===== src/rtl/assert_macros.svh =====
// Assertion macros used by the indexed list datapath.
`ifndef ASSERT_MACROS_SVH
`define ASSERT_MACROS_SVH

// Check a property on every clock edge outside reset.
`define ILIST_ASSERT(name, prop, msg) \
  name: assert property (@(posedge clk_i) disable iff (!rst_ni) (prop)) else $error(msg);

// Check that a condition implies a consequence in the same cycle.
`define ILIST_ASSERT_IMP(name, ante, cons, msg) \
  name: assert property (@(posedge clk_i) disable iff (!rst_ni) (ante) |-> (cons)) \
    else $error(msg);

`endif


===== src/rtl/ilist_pkg.sv =====
// Types and constants shared by the indexed list controller, datapath and top level.
package ilist_pkg;

  localparam int unsigned DEPTH     = 16;
  localparam int unsigned ADDR_W    = $clog2(DEPTH);
  localparam int unsigned CMD_W     = 3;
  localparam int unsigned INDEX_W   = 5;
  localparam int unsigned VALUE_W   = 32;
  localparam int unsigned COUNT_W   = 5;
  localparam int unsigned STATUS_W  = 2;
  localparam int unsigned S_TDATA_W = 40;
  localparam int unsigned M_TDATA_W = 48;

  localparam logic [CMD_W-1:0] CMD_GET    = 3'd0;
  localparam logic [CMD_W-1:0] CMD_SET    = 3'd1;
  localparam logic [CMD_W-1:0] CMD_INSERT = 3'd2;
  localparam logic [CMD_W-1:0] CMD_REMOVE = 3'd3;
  localparam logic [CMD_W-1:0] CMD_FIND   = 3'd4;

  localparam logic [STATUS_W-1:0] ST_OK    = 2'd0;
  localparam logic [STATUS_W-1:0] ST_RANGE = 2'd1;
  localparam logic [STATUS_W-1:0] ST_FULL  = 2'd2;

  localparam logic [INDEX_W-1:0] FOUND_NONE = '1;

  typedef enum logic [3:0] {
    OP_NONE,
    OP_LOAD,
    OP_FAIL_RANGE,
    OP_FAIL_FULL,
    OP_SET,
    OP_RD_IDX,
    OP_GET_DONE,
    OP_UP_START,
    OP_UP_STEP,
    OP_INS_WR,
    OP_DN_START,
    OP_DN_STEP,
    OP_DN_LAST,
    OP_DEC,
    OP_FIND_START,
    OP_FIND_STEP
  } dp_op_e;

  typedef struct packed {
    logic [CMD_W-1:0] cmd;
    logic             range_err;
    logic             full;
    logic             ins_direct;
    logic             dn_none;
    logic             up_last;
    logic             dn_last;
    logic             find_last;
    logic             match;
    logic             cnt_zero;
  } dp_stat_t;

endpackage


===== src/rtl/ilist_dp.sv =====
// Indexed list datapath: entry memory, live count, walk pointer and result registers.
`include "assert_macros.svh"

module ilist_dp (
  input  logic                               clk_i,
  input  logic                               rst_ni,
  input  ilist_pkg::dp_op_e                  op_i,
  input  logic [ilist_pkg::CMD_W-1:0]        cmd_i,
  input  logic [ilist_pkg::INDEX_W-1:0]      index_i,
  input  logic [ilist_pkg::VALUE_W-1:0]      value_i,
  output ilist_pkg::dp_stat_t                stat_o,
  output logic [ilist_pkg::VALUE_W-1:0]      read_value_o,
  output logic signed [ilist_pkg::INDEX_W-1:0] found_index_o,
  output logic [ilist_pkg::STATUS_W-1:0]     status_o,
  output logic [ilist_pkg::COUNT_W-1:0]      count_o
);

  localparam int unsigned EXT_W = ilist_pkg::COUNT_W + 1;

  logic [ilist_pkg::VALUE_W-1:0]  mem_q [ilist_pkg::DEPTH];
  logic [ilist_pkg::VALUE_W-1:0]  rdata_q;
  logic [ilist_pkg::CMD_W-1:0]    cmd_q;
  logic [ilist_pkg::INDEX_W-1:0]  idx_q;
  logic [ilist_pkg::VALUE_W-1:0]  val_q;
  logic [ilist_pkg::COUNT_W-1:0]  ptr_q, ptr_d;
  logic [ilist_pkg::COUNT_W-1:0]  count_q, count_d;
  logic [ilist_pkg::VALUE_W-1:0]  rd_val_q;
  logic [ilist_pkg::INDEX_W-1:0]  found_q;
  logic [ilist_pkg::STATUS_W-1:0] status_q;

  logic                           wr_en, rd_en;
  logic [ilist_pkg::COUNT_W-1:0]  wr_ptr, rd_ptr;
  logic [ilist_pkg::VALUE_W-1:0]  wr_data;
  logic [EXT_W-1:0]               idx_x, cnt_x, ptr_x;

  assign idx_x = {1'b0, idx_q};
  assign cnt_x = {1'b0, count_q};
  assign ptr_x = {1'b0, ptr_q};

  always_comb begin
    stat_o.cmd        = cmd_q;
    stat_o.range_err  = (cmd_q == ilist_pkg::CMD_INSERT) ? (idx_q > count_q)
                                                         : (idx_q >= count_q);
    stat_o.full       = (count_q == ilist_pkg::COUNT_W'(ilist_pkg::DEPTH));
    stat_o.ins_direct = (idx_q == count_q);
    stat_o.dn_none    = ((idx_x + EXT_W'(1)) >= cnt_x);
    stat_o.up_last    = (ptr_x == (idx_x + EXT_W'(1)));
    stat_o.dn_last    = ((ptr_x + EXT_W'(2)) >= cnt_x);
    stat_o.find_last  = ((ptr_x + EXT_W'(1)) == cnt_x);
    stat_o.match      = (rdata_q == val_q);
    stat_o.cnt_zero   = (count_q == '0);
  end

  always_comb begin
    wr_en   = 1'b0;
    wr_ptr  = ptr_q;
    wr_data = rdata_q;
    rd_en   = 1'b0;
    rd_ptr  = ptr_q;
    ptr_d   = ptr_q;
    count_d = count_q;
    case (op_i)
      ilist_pkg::OP_SET: begin
        wr_en   = 1'b1;
        wr_ptr  = idx_q;
        wr_data = val_q;
      end
      ilist_pkg::OP_RD_IDX: begin
        rd_en  = 1'b1;
        rd_ptr = idx_q;
      end
      ilist_pkg::OP_UP_START: begin
        rd_en  = 1'b1;
        rd_ptr = count_q - 1'b1;
        ptr_d  = count_q;
      end
      ilist_pkg::OP_UP_STEP: begin
        wr_en  = 1'b1;
        rd_en  = 1'b1;
        rd_ptr = ptr_q - 2'd2;
        ptr_d  = ptr_q - 1'b1;
      end
      ilist_pkg::OP_INS_WR: begin
        wr_en   = 1'b1;
        wr_ptr  = idx_q;
        wr_data = val_q;
        count_d = count_q + 1'b1;
      end
      ilist_pkg::OP_DN_START: begin
        rd_en  = 1'b1;
        rd_ptr = idx_q + 1'b1;
        ptr_d  = idx_q;
      end
      ilist_pkg::OP_DN_STEP: begin
        wr_en  = 1'b1;
        rd_en  = 1'b1;
        rd_ptr = ptr_q + 2'd2;
        ptr_d  = ptr_q + 1'b1;
      end
      ilist_pkg::OP_DN_LAST: begin
        wr_en   = 1'b1;
        count_d = count_q - 1'b1;
      end
      ilist_pkg::OP_DEC: begin
        count_d = count_q - 1'b1;
      end
      ilist_pkg::OP_FIND_START: begin
        rd_en  = 1'b1;
        rd_ptr = '0;
        ptr_d  = '0;
      end
      ilist_pkg::OP_FIND_STEP: begin
        rd_en  = 1'b1;
        rd_ptr = ptr_q + 1'b1;
        ptr_d  = ptr_q + 1'b1;
      end
      default: begin
      end
    endcase
  end

  always_ff @(posedge clk_i) begin
    if (wr_en) begin
      mem_q[wr_ptr[ilist_pkg::ADDR_W-1:0]] <= wr_data;
    end
    if (rd_en) begin
      rdata_q <= mem_q[rd_ptr[ilist_pkg::ADDR_W-1:0]];
    end
  end

  always_ff @(posedge clk_i) begin
    ptr_q <= ptr_d;
    case (op_i)
      ilist_pkg::OP_LOAD: begin
        cmd_q    <= cmd_i;
        idx_q    <= index_i;
        val_q    <= value_i;
        rd_val_q <= '0;
        found_q  <= ilist_pkg::FOUND_NONE;
        status_q <= ilist_pkg::ST_OK;
      end
      ilist_pkg::OP_FAIL_RANGE: status_q <= ilist_pkg::ST_RANGE;
      ilist_pkg::OP_FAIL_FULL:  status_q <= ilist_pkg::ST_FULL;
      ilist_pkg::OP_GET_DONE:   rd_val_q <= rdata_q;
      ilist_pkg::OP_FIND_STEP: begin
        if (stat_o.match) begin
          found_q <= ptr_q;
        end
      end
      default: begin
      end
    endcase
  end

  always_ff @(posedge clk_i or negedge rst_ni) begin
    if (!rst_ni) begin
      count_q <= '0;
    end else begin
      count_q <= count_d;
    end
  end

  assign read_value_o  = rd_val_q;
  assign found_index_o = found_q;
  assign status_o      = status_q;
  assign count_o       = count_q;

  `ILIST_ASSERT(a_count_bound, count_q <= ilist_pkg::COUNT_W'(ilist_pkg::DEPTH), "count above depth")
  `ILIST_ASSERT_IMP(a_count_step, count_q != $past(count_q), (count_q == $past(count_q) + 1'b1) || (count_q == $past(count_q) - 1'b1), "count moved by more than one")
  `ILIST_ASSERT_IMP(a_find_in_range, op_i == ilist_pkg::OP_FIND_STEP, ptr_q < count_q, "find walked past count")
  `ILIST_ASSERT_IMP(a_up_above_idx, op_i == ilist_pkg::OP_UP_STEP, ptr_q > idx_q, "shift up below index")

endmodule


===== src/rtl/ilist_ctrl.sv =====
// Indexed list controller: sequences each command beat through the datapath.
module ilist_ctrl (
  input  logic                 clk_i,
  input  logic                 rst_ni,
  input  logic                 in_valid_i,
  output logic                 in_ready_o,
  output logic                 out_valid_o,
  input  logic                 out_ready_i,
  input  ilist_pkg::dp_stat_t  stat_i,
  output ilist_pkg::dp_op_e    op_o
);

  typedef enum logic [7:0] {
    S_IDLE  = 8'b0000_0001,
    S_CHECK = 8'b0000_0010,
    S_GET   = 8'b0000_0100,
    S_UP    = 8'b0000_1000,
    S_INS   = 8'b0001_0000,
    S_DN    = 8'b0010_0000,
    S_FIND  = 8'b0100_0000,
    S_OUT   = 8'b1000_0000
  } state_e;

  state_e state_q, state_d;

  always_comb begin
    state_d = state_q;
    op_o    = ilist_pkg::OP_NONE;
    case (state_q)
      S_IDLE: begin
        if (in_valid_i) begin
          op_o    = ilist_pkg::OP_LOAD;
          state_d = S_CHECK;
        end
      end
      S_CHECK: begin
        state_d = S_OUT;
        case (stat_i.cmd)
          ilist_pkg::CMD_GET: begin
            if (stat_i.range_err) begin
              op_o = ilist_pkg::OP_FAIL_RANGE;
            end else begin
              op_o    = ilist_pkg::OP_RD_IDX;
              state_d = S_GET;
            end
          end
          ilist_pkg::CMD_SET: begin
            op_o = stat_i.range_err ? ilist_pkg::OP_FAIL_RANGE : ilist_pkg::OP_SET;
          end
          ilist_pkg::CMD_INSERT: begin
            if (stat_i.range_err) begin
              op_o = ilist_pkg::OP_FAIL_RANGE;
            end else if (stat_i.full) begin
              op_o = ilist_pkg::OP_FAIL_FULL;
            end else if (stat_i.ins_direct) begin
              op_o = ilist_pkg::OP_INS_WR;
            end else begin
              op_o    = ilist_pkg::OP_UP_START;
              state_d = S_UP;
            end
          end
          ilist_pkg::CMD_REMOVE: begin
            if (stat_i.range_err) begin
              op_o = ilist_pkg::OP_FAIL_RANGE;
            end else if (stat_i.dn_none) begin
              op_o = ilist_pkg::OP_DEC;
            end else begin
              op_o    = ilist_pkg::OP_DN_START;
              state_d = S_DN;
            end
          end
          ilist_pkg::CMD_FIND: begin
            if (!stat_i.cnt_zero) begin
              op_o    = ilist_pkg::OP_FIND_START;
              state_d = S_FIND;
            end
          end
          default: begin
          end
        endcase
      end
      S_GET: begin
        op_o    = ilist_pkg::OP_GET_DONE;
        state_d = S_OUT;
      end
      S_UP: begin
        op_o = ilist_pkg::OP_UP_STEP;
        if (stat_i.up_last) begin
          state_d = S_INS;
        end
      end
      S_INS: begin
        op_o    = ilist_pkg::OP_INS_WR;
        state_d = S_OUT;
      end
      S_DN: begin
        if (stat_i.dn_last) begin
          op_o    = ilist_pkg::OP_DN_LAST;
          state_d = S_OUT;
        end else begin
          op_o = ilist_pkg::OP_DN_STEP;
        end
      end
      S_FIND: begin
        op_o = ilist_pkg::OP_FIND_STEP;
        if (stat_i.match || stat_i.find_last) begin
          state_d = S_OUT;
        end
      end
      S_OUT: begin
        if (out_ready_i) begin
          state_d = S_IDLE;
        end
      end
      default: begin
        state_d = S_IDLE;
      end
    endcase
  end

  always_ff @(posedge clk_i or negedge rst_ni) begin
    if (!rst_ni) begin
      state_q <= S_IDLE;
    end else begin
      state_q <= state_d;
    end
  end

  assign in_ready_o  = (state_q == S_IDLE);
  assign out_valid_o = (state_q == S_OUT);

endmodule


===== src/rtl/indexed_list_insert_remove_find_top.sv =====
// Indexed list top level: stream ports around the controller and datapath.
//
//   channel   dir  tdata fields (lsb first)
//   s_axis    in   cmd[2:0] index[7:3] value[39:8]
//   m_axis    out  read_value[31:0] found_index[36:32] status[38:37] count[43:39]
//
// One beat at a time: accept, check, walk, then hold the result beat.
// Get reads the entry; set and failed commands end at the check; insert shifts entries
// up from the index (an append just writes), remove shifts down, find scans to a match.
// The walk moves one entry a cycle through the one-read, one-write entry memory.
// Reset clears the live count and the controller; entries are undefined until written.
// A stalled result beat holds the block; no new beat is taken until it leaves.
module indexed_list_insert_remove_find_top (
  input  logic                                clk_i,
  input  logic                                rst_ni,
  input  logic                                s_axis_tvalid,
  output logic                                s_axis_tready,
  input  logic [ilist_pkg::S_TDATA_W-1:0]     s_axis_tdata,  // cmd, index, value
  output logic                                m_axis_tvalid,
  input  logic                                m_axis_tready,
  output logic [ilist_pkg::M_TDATA_W-1:0]     m_axis_tdata   // read_value, found_index,
                                                             // status, count, zero pad
);

  localparam int unsigned IDX_LO = ilist_pkg::CMD_W;
  localparam int unsigned VAL_LO = IDX_LO + ilist_pkg::INDEX_W;
  localparam int unsigned RES_W  = ilist_pkg::VALUE_W + ilist_pkg::INDEX_W
                                 + ilist_pkg::STATUS_W + ilist_pkg::COUNT_W;

  ilist_pkg::dp_op_e                     op;
  ilist_pkg::dp_stat_t                   stat;
  logic [ilist_pkg::VALUE_W-1:0]         read_value;
  logic signed [ilist_pkg::INDEX_W-1:0]  found_index;
  logic [ilist_pkg::STATUS_W-1:0]        status;
  logic [ilist_pkg::COUNT_W-1:0]         count;

  ilist_ctrl u_ctrl (
    .clk_i       (clk_i),
    .rst_ni      (rst_ni),
    .in_valid_i  (s_axis_tvalid),
    .in_ready_o  (s_axis_tready),
    .out_valid_o (m_axis_tvalid),
    .out_ready_i (m_axis_tready),
    .stat_i      (stat),
    .op_o        (op)
  );

  ilist_dp u_dp (
    .clk_i         (clk_i),
    .rst_ni        (rst_ni),
    .op_i          (op),
    .cmd_i         (s_axis_tdata[IDX_LO-1:0]),
    .index_i       (s_axis_tdata[VAL_LO-1:IDX_LO]),
    .value_i       (s_axis_tdata[VAL_LO+ilist_pkg::VALUE_W-1:VAL_LO]),
    .stat_o        (stat),
    .read_value_o  (read_value),
    .found_index_o (found_index),
    .status_o      (status),
    .count_o       (count)
  );

  assign m_axis_tdata = {{(ilist_pkg::M_TDATA_W-RES_W){1'b0}},
                         count, status, found_index, read_value};

endmodule


===== config.mk =====
export PLATFORM = sky130hd
export DESIGN_NAME = indexed_list_insert_remove_find_top
export DESIGN_NICKNAME = d
export VERILOG_FILES = /design/src/rtl/ilist_pkg.sv /design/src/rtl/ilist_dp.sv /design/src/rtl/ilist_ctrl.sv /design/src/rtl/indexed_list_insert_remove_find_top.sv
export VERILOG_INCLUDE_DIRS = /design/src /design/src/rtl
export SDC_FILE = /design/constraint.sdc
export NUM_CORES = 1
export LEC_CHECK = 0
export BUFFER_PORTS_ARGS = -buffer_cell sky130_fd_sc_hd__buf_2
export CAP_MARGIN = 20
export CORE_UTILIZATION = 52
export CTS_BUF_LIST = sky130_fd_sc_hd__clkbuf_4 sky130_fd_sc_hd__clkbuf_8
export DETAILED_ROUTE_END_ITERATION = 10
export HOLD_SLACK_MARGIN = 0.15
export PLACE_DENSITY_LB_ADDON = 0.3
export SYNTH_ARGS = -nofsm -noshare
export SYNTH_HDL_FRONTEND = slang
export SYNTH_SLANG_ARGS = --single-unit

===== constraint.sdc =====
create_clock -name clk_i -period 5.9 [get_ports clk_i]
set_input_delay 1.77 -clock clk_i [delete_from_list [all_inputs] [get_ports clk_i]]
set_output_delay 1.77 -clock clk_i [all_outputs]
set_load 0.01 [all_outputs]

# After elaboration in Yosys (flattened, before gate mapping)
# Memory sizes are Yosys's and may differ from the RTL's. A register that Yosys moved wholly into a read port is not among the register bits.
# Cells that the tools add are included.
[word_totals]
word_cells = 118
memories = 1
out_inout_bits = 50
input_bits = 44
register_bits = 97
ram_bits = 512
[memory_table]
columns = ["memory", "depth", "width", "rd", "rd_ports_with_merged_regs", "write_ports", "line", "rtl"]
rows = [
  ["u_dp.mem_q", 16, 32, 1, 1, 1, "ilist_dp.sv:20", "logic [ilist_pkg::VALUE_W-1:0] mem_q [ilist_pkg::DEPTH];"],
]
[classes]
n_reduce_logical = 16
mux = 40
add_sub_neg = 10
order_cmp = 4
eq_ne = 38
[op_table]
columns = ["op", "count"]
rows = [
  ["2-to-1 mux 8 bit", 12],
  ["one-hot mux 32 bit (2 select lines)", 1],
  ["one-hot mux 4 bit (7 select lines)", 2],
  ["one-hot mux 8 bit (7 select lines)", 1],
  ["equality test 32 bit", 1],
  ["equality test 4 bit, second input constant", 8],
  ["2-to-1 mux 32 bit", 1],
  ["one-hot mux 8 bit (4 select lines)", 1],
  ["one-hot mux 5 bit (5 select lines)", 1],
  ["2-to-1 mux 4 bit", 6],
  ["one-hot mux 4 bit (5 select lines)", 1],
  ["one-hot mux 5 bit (2 select lines)", 2],
  ["equality test 4 x 3 -> 1 bit, second input constant", 4],
  ["adder 5 x 1 -> 6 bit, second input constant", 2],
  ["greater-or-equal comparator 6 x 5 -> 1 bit", 2],
  ["2-to-1 mux 3 bit", 4],
  ["adder 5 x 1 -> 5 bit, second input constant", 2],
  ["subtractor 5 x 1 -> 5 bit, second input constant", 2],
  ["equality test 4 x 2 -> 1 bit, second input constant", 2],
  ["equality test 8 x 1 -> 1 bit, second input constant", 1],
  ["equality test 8 x 2 -> 1 bit, second input constant", 1],
  ["equality test 8 x 3 -> 1 bit, second input constant", 1],
  ["equality test 8 x 4 -> 1 bit, second input constant", 1],
  ["equality test 8 x 5 -> 1 bit, second input constant", 1],
  ["other kinds (33)", 48],
]

# Logic depth before layout (Yosys ltp)
# Gate-level depths: netlist (run 1).
[logic_depth]
word_depth = 11
mapped_depth = 20

# Hierarchy
# Synthesis (run 1) repeated with hierarchy kept, for this count alone.
[unflattened]
hier_cells = 1910
area_unflattened_um2 = 26768.2
[modules_own_cells]
columns = ["module", "n_inst", "cells_per_inst", "seq_area_each_um2", "area_per_inst_um2"]
rows = [
  ["ilist_dp", 1, 1822, 18983.2, 25991.2],
  ["ilist_ctrl", 1, 83, 201.4, 743.2],
  ["indexed_list_insert_remove_find_top", 1, 5, 0.0, 33.8],
]

# Worst setup path before layout (run 1)
# No wires, ideal clock.
[synth_path]
kind = "input port to flip-flop"
start = "input port s_axis_tvalid"
end = "memory u_dp.mem_q[0][0] in the netlist's numbering, enable pin"
path_buffers = 1
setup_time_ns = 0.421
path_stages = 9
path_slack_ns = 0.693
t_arrival_ns = 4.786
required_ns = 5.479
path_cell_list = "nand4_1 -> nand2_1 -> a211oi_1 -> o41a_2 -> nor3_1 -> o21ai_1 -> clkbuf_1 -> a21oi_1 -> nor2_1"
[synth_between]
elab_chain_len = 7
elab_cells_between_ends = 13
cone_classes = "eq/ne: 5; mux: 6; reduce/logical: 2"
[synth_lines]
columns = ["item", "line", "rtl"]
rows = [
  ["start: declaration", "indexed_list_insert_remove_find_top.sv:16", "input logic s_axis_tvalid,"],
  ["2-to-1 mux 1 bit *", "ilist_ctrl.sv:31", "if (in_valid_i) begin"],
  ["one-hot mux 4 bit (7 select lines) *", "ilist_ctrl.sv:29", "case (state_q)"],
  ["equality test 4 bit or equality test 4 x 3 -> 1 bit (tied branches)", "ilist_dp.sv:62", "case (op_i)"],
  ["OR reduction 5 bit (no line)", "--", ""],
  ["2-to-1 mux 1 bit", "ilist_dp.sv:62", ""],
  ["2-to-1 mux 1 bit", "ilist_dp.sv:123", "if (wr_en) begin"],
  ["2-to-1 mux 1 bit (implied by the code)", "ilist_dp.sv:124", "mem_q[wr_ptr[ilist_pkg::ADDR_W-1:0]] <= wr_data;"],
  ["end: declaration", "ilist_dp.sv:20", ""],
]
# Every way passes the cells marked *; elsewhere a longest branch is shown, timed or not.

# Worst setup path in the final report (run 1)
[layout_path]
start = "register u_dp.ptr_q[2] in the netlist's numbering"
end = "register u_dp.rdata_q[11] in the netlist's numbering (read register of u_dp.mem_q) (data pin)"
[layout_between]
elab_chain_len = 7
elab_cells_between_ends = 17
cone_classes = "add/sub: 4; order compare: 1; eq/ne: 7; mux: 4; reduce/logical: 1"
[layout_lines]
columns = ["item", "line", "rtl"]
rows = [
  ["start: declaration", "ilist_dp.sv:25", "logic [ilist_pkg::COUNT_W-1:0] ptr_q, ptr_d;"],
  ["start signal: assignment", "ilist_dp.sv:132", "ptr_q <= ptr_d;"],
  ["adder 5 x 2 -> 6 bit *", "ilist_dp.sv:48", "stat_o.dn_last = ((ptr_x + EXT_W'(2)) >= cnt_x);"],
  ["greater-or-equal comparator 6 x 5 -> 1 bit *", "ilist_dp.sv:48", ""],
  ["2-to-1 mux 3 bit *", "ilist_ctrl.sv:97", "if (stat_i.dn_last) begin"],
  ["one-hot mux 4 bit (7 select lines) *", "ilist_ctrl.sv:29", ""],
  ["equality test 4 x 3 -> 1 bit or equality test 4 bit (tied branches)", "ilist_dp.sv:62", ""],
  ["OR reduction 7 bit (no line) *", "--", ""],
  ["2-to-1 mux 1 bit *", "ilist_dp.sv:62", ""],
  ["net u_dp.rd_en", "ilist_dp.sv:31", "logic wr_en, rd_en;"],
  ["end: declaration", "ilist_dp.sv:21", "logic [ilist_pkg::VALUE_W-1:0] rdata_q;"],
]
# The timed path passes the listed nets; every way through them passes the cells marked *.
# A chain may end at the register's enable or synchronous reset.

==> results of run 1 <==
per-stage QoR:
stage | worst slack, ns | area [sq um]
final | 0.375 | 30800
after global routing | 0.130 | 30800
after CTS | 0.346 | 30800
after detailed placement | 0.353 | 28800
after global placement | 0.343 | 28800
after floorplan | 0.693 | 26900
registers in the layout, indices dropped and copies added (netlist names):
name / count
u_dp.status_o: 2
u_dp.cmd_q: 3
u_dp.idx_q: 5
u_dp.mem_q: 512
u_dp.read_value_o: 32
u_ctrl.state_q: 8
u_dp.rdata_q: 32
u_dp.count_o: 5
u_dp.ptr_q: 5
u_dp.val_q: 32
u_dp.found_index_o: 5
cell type report:
class / count / area, sq um / area share, %
antenna: 1 / 2.50 / 0.00812
clock buffer: 132 / 1630 / 5.29
clock inverter: 51 / 369 / 1.20
inverter: 21 / 78.8 / 0.256
multi-input combinational: 841 / 7390 / 24.0
sequential: 641 / 19200 / 62.3
tap: 672 / 841 / 2.73
timing repair buffer: 160 / 1320 / 4.30
cells by family after synthesis:
logic type | Yosys count | synth area share (%)
compound gates | 267 | 7.57
xor+xnor | 57 | 1.86
fa+ha+maj | 24 | 1.14
buf+inv | 110 | 1.95
flops | 641 | 71.3
mux | 290 | 11.9
other cells | 1 | 0.0139
simple gates | 199 | 4.19
where the power goes:
group / switching (mW) / leakage (nW) / internal, mW / total (mW)
registers: 0.144 / 5.83 / 5.32 / 5.46
logic: 0.915 / 3.48 / 0.511 / 1.43
clock network: 1.71 / 1.05 / 2.02 / 3.74
final timing paths:
path                                         end  slack [ns]  depth (start not counted)
max                             u_dp.rdata_q[11]        0.37                         18
min                        u_dp.read_value_o[26]        0.60                          1
max reg2reg                     u_dp.rdata_q[11]        0.37                         18
max in group asynchronous      u_ctrl.state_q[0]        4.60                          1
min in group asynchronous        u_dp.count_o[0]        1.00                          1
min reg2reg                u_dp.read_value_o[26]        0.60                          1
synth_stat cells (3+ instances only):
| cell | instances | area [sq um] |
|---|---|---|
| edfxtp_1 | 628 | 18900 |
| mux2_2 | 192 | 2160 |
| mux2i_1 | 66 | 661 |
| a21oi_1 | 52 | 260 |
| xnor2_1 | 50 | 438 |
| clkbuf_1 | 47 | 176 |
| nor2_1 | 46 | 173 |
| a211oi_1 | 36 | 270 |
| and2_1 | 36 | 225 |
| o22ai_1 | 35 | 219 |
| a222oi_1 | 33 | 330 |
| a32o_1 | 32 | 320 |
| buf_2 | 27 | 135 |
| mux2_1 | 25 | 282 |
| nand2_1 | 25 | 93.8 |
| ha_1 | 23 | 288 |
| inv_1 | 19 | 71.3 |
| nand3_1 | 15 | 75.1 |
| nor3_1 | 15 | 75.1 |
| o21ai_0 | 15 | 75.1 |
| dfrtp_1 | 12 | 300 |
| nand4_1 | 12 | 75.1 |
| buf_4 | 9 | 67.6 |
| a31oi_1 | 8 | 50.1 |
| mux2_4 | 7 | 105 |
| xor2_1 | 7 | 61.3 |
| buf_6 | 6 | 67.6 |
| nor4_1 | 6 | 37.5 |
| nand4b_1 | 5 | 43.8 |
| nor2b_1 | 5 | 31.3 |
| a221oi_1 | 4 | 35.0 |
| and4b_1 | 4 | 40.0 |
| nand2b_1 | 4 | 25.0 |
| o21ai_1 | 4 | 20.0 |
| a21boi_0 | 3 | 22.5 |
| a32oi_1 | 3 | 26.3 |
| and4_1 | 3 | 26.3 |
| nor3b_1 | 3 | 22.5 |
| o211ai_1 | 3 | 22.5 |
| o221ai_1 | 3 | 26.3 |
| o41ai_1 | 3 | 26.3 |
| or2_2 | 3 | 18.8 |
worst max-delay path, delay by kind of cell, from the launching register on:
| kind | cells | cell delay [ns] |
|---|---|---|
| simple gates | 4 | 1.51 |
| fa+ha+maj | 2 | 0.61 |
| buf+inv | 4 | 0.90 |
| flops | 1 | 0.38 |
| compound gates | 8 | 1.91 |
layer usage:
metal / track usage [%] / vias up
li1: - / 6770
met2: 42.0 / 766
met4: 10.5 / 0
met5: 0 / -
met1: 36.2 / 7965
met3: 5.02 / 160
==> qor.csv, run 1 <==
metric,value,unit
die width,229,um
max_cap viols,0,
crit-path cells,"inv_1, ha_1, ha_1, a21oi_1, o21ai_0, a31oi_1, nand2_1, inv_2, nor2b_1, o31ai_2, o211ai_1, and3_4, inv_2, o221a_2, nor2b_4, buf_4, a222oi_1, a211oi_1",
aggregate global-route resource usage,26.5,%
row cnt,82,
Vias/cell,6.22,
min Tclk post-route,5.53,ns
FF-to-FF Start,u_dp.ptr_q[2],
setup TNS,0,ns
slowest cell on the critical path,nor2b_4,
most frequent cells in the layout,"edfxtp_1, mux2_2, clkbuf_8, buf_2, mux2i_1",
Num CTS Buffers,100,
clk buf depth,3,
Setup crit end kind,register,
GPL Wtd Cong,0.887,
Core ar.,50600,sq um
first-pass GRT wire length,101000,um
hpwl dp,39800,um
initial antenna violation count,2,
Final Cycle Share,93.6,%
highest clock rate,181,MHz
post-synthesis instance area,26900,sq um
number of global-route vias before repair,15800,
Syn. warnings,0,
cell count after placement,2334,
WL met3,5700,um
I/O pins,94,
HP Class,register to register,
Final Non-Filler Cells,2519,
"Req. time, crit path",6.38,ns
Routed WL per cell,27.6,um
Gate Count Post-Synth,1589,
Max Used Layer,met4,
Hold Slack,0.596,ns
DRC Markers,0,
endpoints failing setup,0,
CTS tree,built,
Congestion Overflow GR,0,
post-cts resize count,0,
# hold bufs at CTS,0,
CP max FO,22,
filler instances,3664,
Initial Util,53.2,%
max-slew violation count,0,
fraction of layout cells with a size suffix above 1,30.7,%
Die Ht,229,um
Peak VDD IR,0.000269,V
crit path launch,u_dp.ptr_q[2],
Clock Latency Late Sink,0.68,ns
status,"complete, no violations",
RSZ-0062 raised after global routing,false,
fin util,60.9,%
"Seq/Total Area, Yosys",71.3,%
total clock sinks,641,
Routed met1 length,28700,um
Area Overhead vs Synth,14.6,%
Initial DRC Count,1598,
worst-margin pin slew,0.983,ns
"Setup Fix Bufs, Post-CTS",0,
power per cell area,345,nW/um^2
Post-Route Skew,0.0401,ns
clock slew at reported path FFs,0.06,ns
Worst EP arrival,6.01,ns
CP Class,register to register,
Hold Startpoint,u_dp.rdata_q[26],
Vias,15700,
"most common cell after layout, fill and taps aside",edfxtp_1,
WL final,69600,um
final hold vios,0,
Syn Area/Cell,16.9,sq um
Slowest Stage Delay on Critical Path,0.83,ns
H-tree levels,3,
relative slew slack,34.2,%
I/O Buffers,89,
largest net degree at the start of global routing,65,
ys flop type,edfxtp_1,
critical path startpoint category,register,
wire length on met2,32900,um
number of routed nets with antenna violations,0,
net count of the finished layout,1833,
total power,10.6,mW
DRT Pass-1 Iters,6,
Root Buffer,clkbuf_8,
number of enable flip-flop cells after synthesis,628,
Die ar.,52600,sq um
LEAKAGE,10.4,nW
synth unique cells,84,
register bit total from synthesis,641,
ys async rst share,2.03,%
Note: power is estimated with default switching activity, not from simulation.
==> run 2, diff against run 1 <==
==> constraint.sdc (replaced) <==
create_clock -name clk_i -period 5.05 [get_ports clk_i]
set_input_delay 1.515 -clock clk_i [delete_from_list [all_inputs] [get_ports clk_i]]
set_output_delay 1.515 -clock clk_i [all_outputs]
set_load 0.01 [all_outputs]
==> run 2 against run 1 <==
  * Register-to-register slack worse by 0.15 ns
  * Global-route usage down 0.20 points
  * Clock-buffer cell count grew 2
  * Cell count is 1.2% higher
  * Utilization rose by 0.20 points
  * Via count is 0.24% lower
  * Critical endpoint is now u_dp.rdata_q[3]
  * Largest power group unchanged
==> qor.csv, run 2 (same netlist as run 1, synthesis figures left out) <==
metric,value,unit
Initial DRC Count,1673,
worst-margin pin slew,1.17,ns
Vias,15600,
max-slew violation count,0,
net count of the finished layout,1864,
H-tree levels,3,
clock slew at reported path FFs,0.06,ns
Core ar.,50600,sq um
Peak VDD IR,0.000252,V
P_sw,3.23,mW
LEAKAGE,10.5,nW
worst r2r dst,u_dp.rdata_q[3],
Hold Slack,0.610,ns
I/O pins,94,
Routed WL per cell,27.2,um
clock share of power,34.1,%
Final Cycle Share,95.5,%
WL final,69200,um
Hold Startpoint,u_dp.rdata_q[7],
die width,229,um
Clock Latency Late Sink,0.69,ns
Seq pwr share,51.8,%
Post-Route Skew,0.0335,ns
Congestion Overflow GR,0,
CP max FO,13,
"Req. time, crit path",5.47,ns
Post-DP Area,28900,sq um
power per cell area,398,nW/um^2
Internal,9.07,mW
fraction of layout cells with a size suffix above 1,31.9,%
Area Overhead vs Synth,15.0,%
CTS tree,built,
Final Non-Filler Cells,2548,
Root Buffer,clkbuf_8,
aggregate global-route resource usage,26.3,%
dpl ws,0.0843,ns
row cnt,82,
status,"complete, no violations",
DRT Pass-1 Iters,6,
first-pass GRT wire length,101000,um
Die ar.,52600,sq um
GPL Wtd Cong,0.891,
total clock sinks,641,
Net Sw Frac,26.3,%
final hold vios,0,
HP Class,register to register,
largest net degree at the start of global routing,68,
Hold Path Depth,1,
initial antenna violation count,0,
Worst EP arrival,5.25,ns
I/O Buffers,89,
endpoints failing setup,0,
highest clock rate,207,MHz
Initial Util,53.2,%
Comb pwr share,14.1,%
R2R cell count,14,
Setup crit end kind,register,
relative slew slack,21.7,%
number of global-route vias before repair,15800,
DRC Markers,0,
r2r setup slk,0.23,ns
max reg flops,512,
Ant. Diodes,0,
clk buf depth,3,
critical path startpoint category,register,
Num CTS Buffers,101,
cell count after placement,2358,
FF-to-FF Start,u_dp.idx_q[0],
max_cap viols,0,
Final Cell Area,30900,sq um
most frequent cells in the layout,"edfxtp_1, mux2_2, clkbuf_8, buf_2, buf_4",
worst setup margin,0.227,ns
Min-Delay Endpoint,u_dp.read_value_o[7],
fin util,61.1,%
CP Class,register to register,
number of routed nets with antenna violations,0,
Vias/cell,6.13,
min Tclk post-route,4.82,ns
hpwl dp,40900,um
"most common cell after layout, fill and taps aside",edfxtp_1,
Die Ht,229,um
RSZ-0062 raised after global routing,true,
-- run 2: changes by cell type in the layout (fill, tap and decap cells not counted), sizes merged --
cell and delta:
nor2 +1, inv -1, clkinvlp -2, bufinv -3, buf +29, diode -1
clkbuf +2, clkinv +4
-- run 2: layer usage --
metal	wire, um	global-route usage, %
met5	0	0
met3	5400	5.44
met4	2800	13.1
met1	28300	34.7
met2	32800	41.5
-- run 2: final cells by class --
type,instances,area [sq um]
Inverter,21,78.8
Clock buffer,134,1650
Sequential cell,641,19200
Fill cell,3703,19700
Clock inverter,49,277
Tap cell,672,841
Multi-Input combinational cell,842,7440
Timing Repair Buffer,189,1450
-- run 2: timing repair --
item | in CTS | in global routing
setup buffers | 0 | 5
hold endpoints to repair | 0 | 0
endpoints found under the setup margin | 0 | 42
hold buffers | 0 | 0
gates resized for setup | 0 | 9
-- run 2: stage by stage --
step	total power, mW	TNS, ns
6_report	12.3	0
5_1_grt	12.7	-0.00978
4_1_cts	12.3	0
3_5_place_dp	8.15	0
3_3_place_gp	8.12	0
2_1_floorplan	7.45	-47.23
-- run 2: how the worst max path moves through the flow --
stage          slack, ns     startpoint               end
6_report            0.23  u_dp.idx_q[0]   u_dp.rdata_q[3]
2_1_floorplan      -0.11  u_dp.ptr_q[2]  u_dp.mem_q[0][0]
4_1_cts             0.04  u_dp.idx_q[0]  u_dp.rdata_q[20]
5_1_grt            -0.01  u_dp.idx_q[0]  u_dp.rdata_q[16]
3_3_place_gp        0.13  u_dp.idx_q[0]   u_dp.rdata_q[3]
3_5_place_dp        0.08  u_dp.idx_q[0]  u_dp.rdata_q[13]
-- run 2: power groups by stage --
stage | Sequential [mW] | Combinational, mW | Clock, mW
2_1_floorplan | 6.45 | 0.993 | 0
3_3_place_gp | 6.47 | 1.65 | 0
3_5_place_dp | 6.47 | 1.67 | 0
4_1_cts | 6.37 | 1.68 | 4.27
5_1_grt | 6.39 | 1.85 | 4.51
6_report | 6.37 | 1.73 | 4.20
-- run 2: critical path, cell delays in order, from the launching register on --
cell,delay (ns)
edfxtp_1,0.44
inv_1,0.18
ha_1,0.29
or3b_1,0.37
a21oi_2,0.25
o21ai_2,0.16
and2_1,0.23
o41a_2,0.47
o21ai_1,0.35
nor2_4,0.15
a221o_4,0.56
buf_4,0.24
mux2_1,0.33
a222oi_1,0.40
a211oi_1,0.13
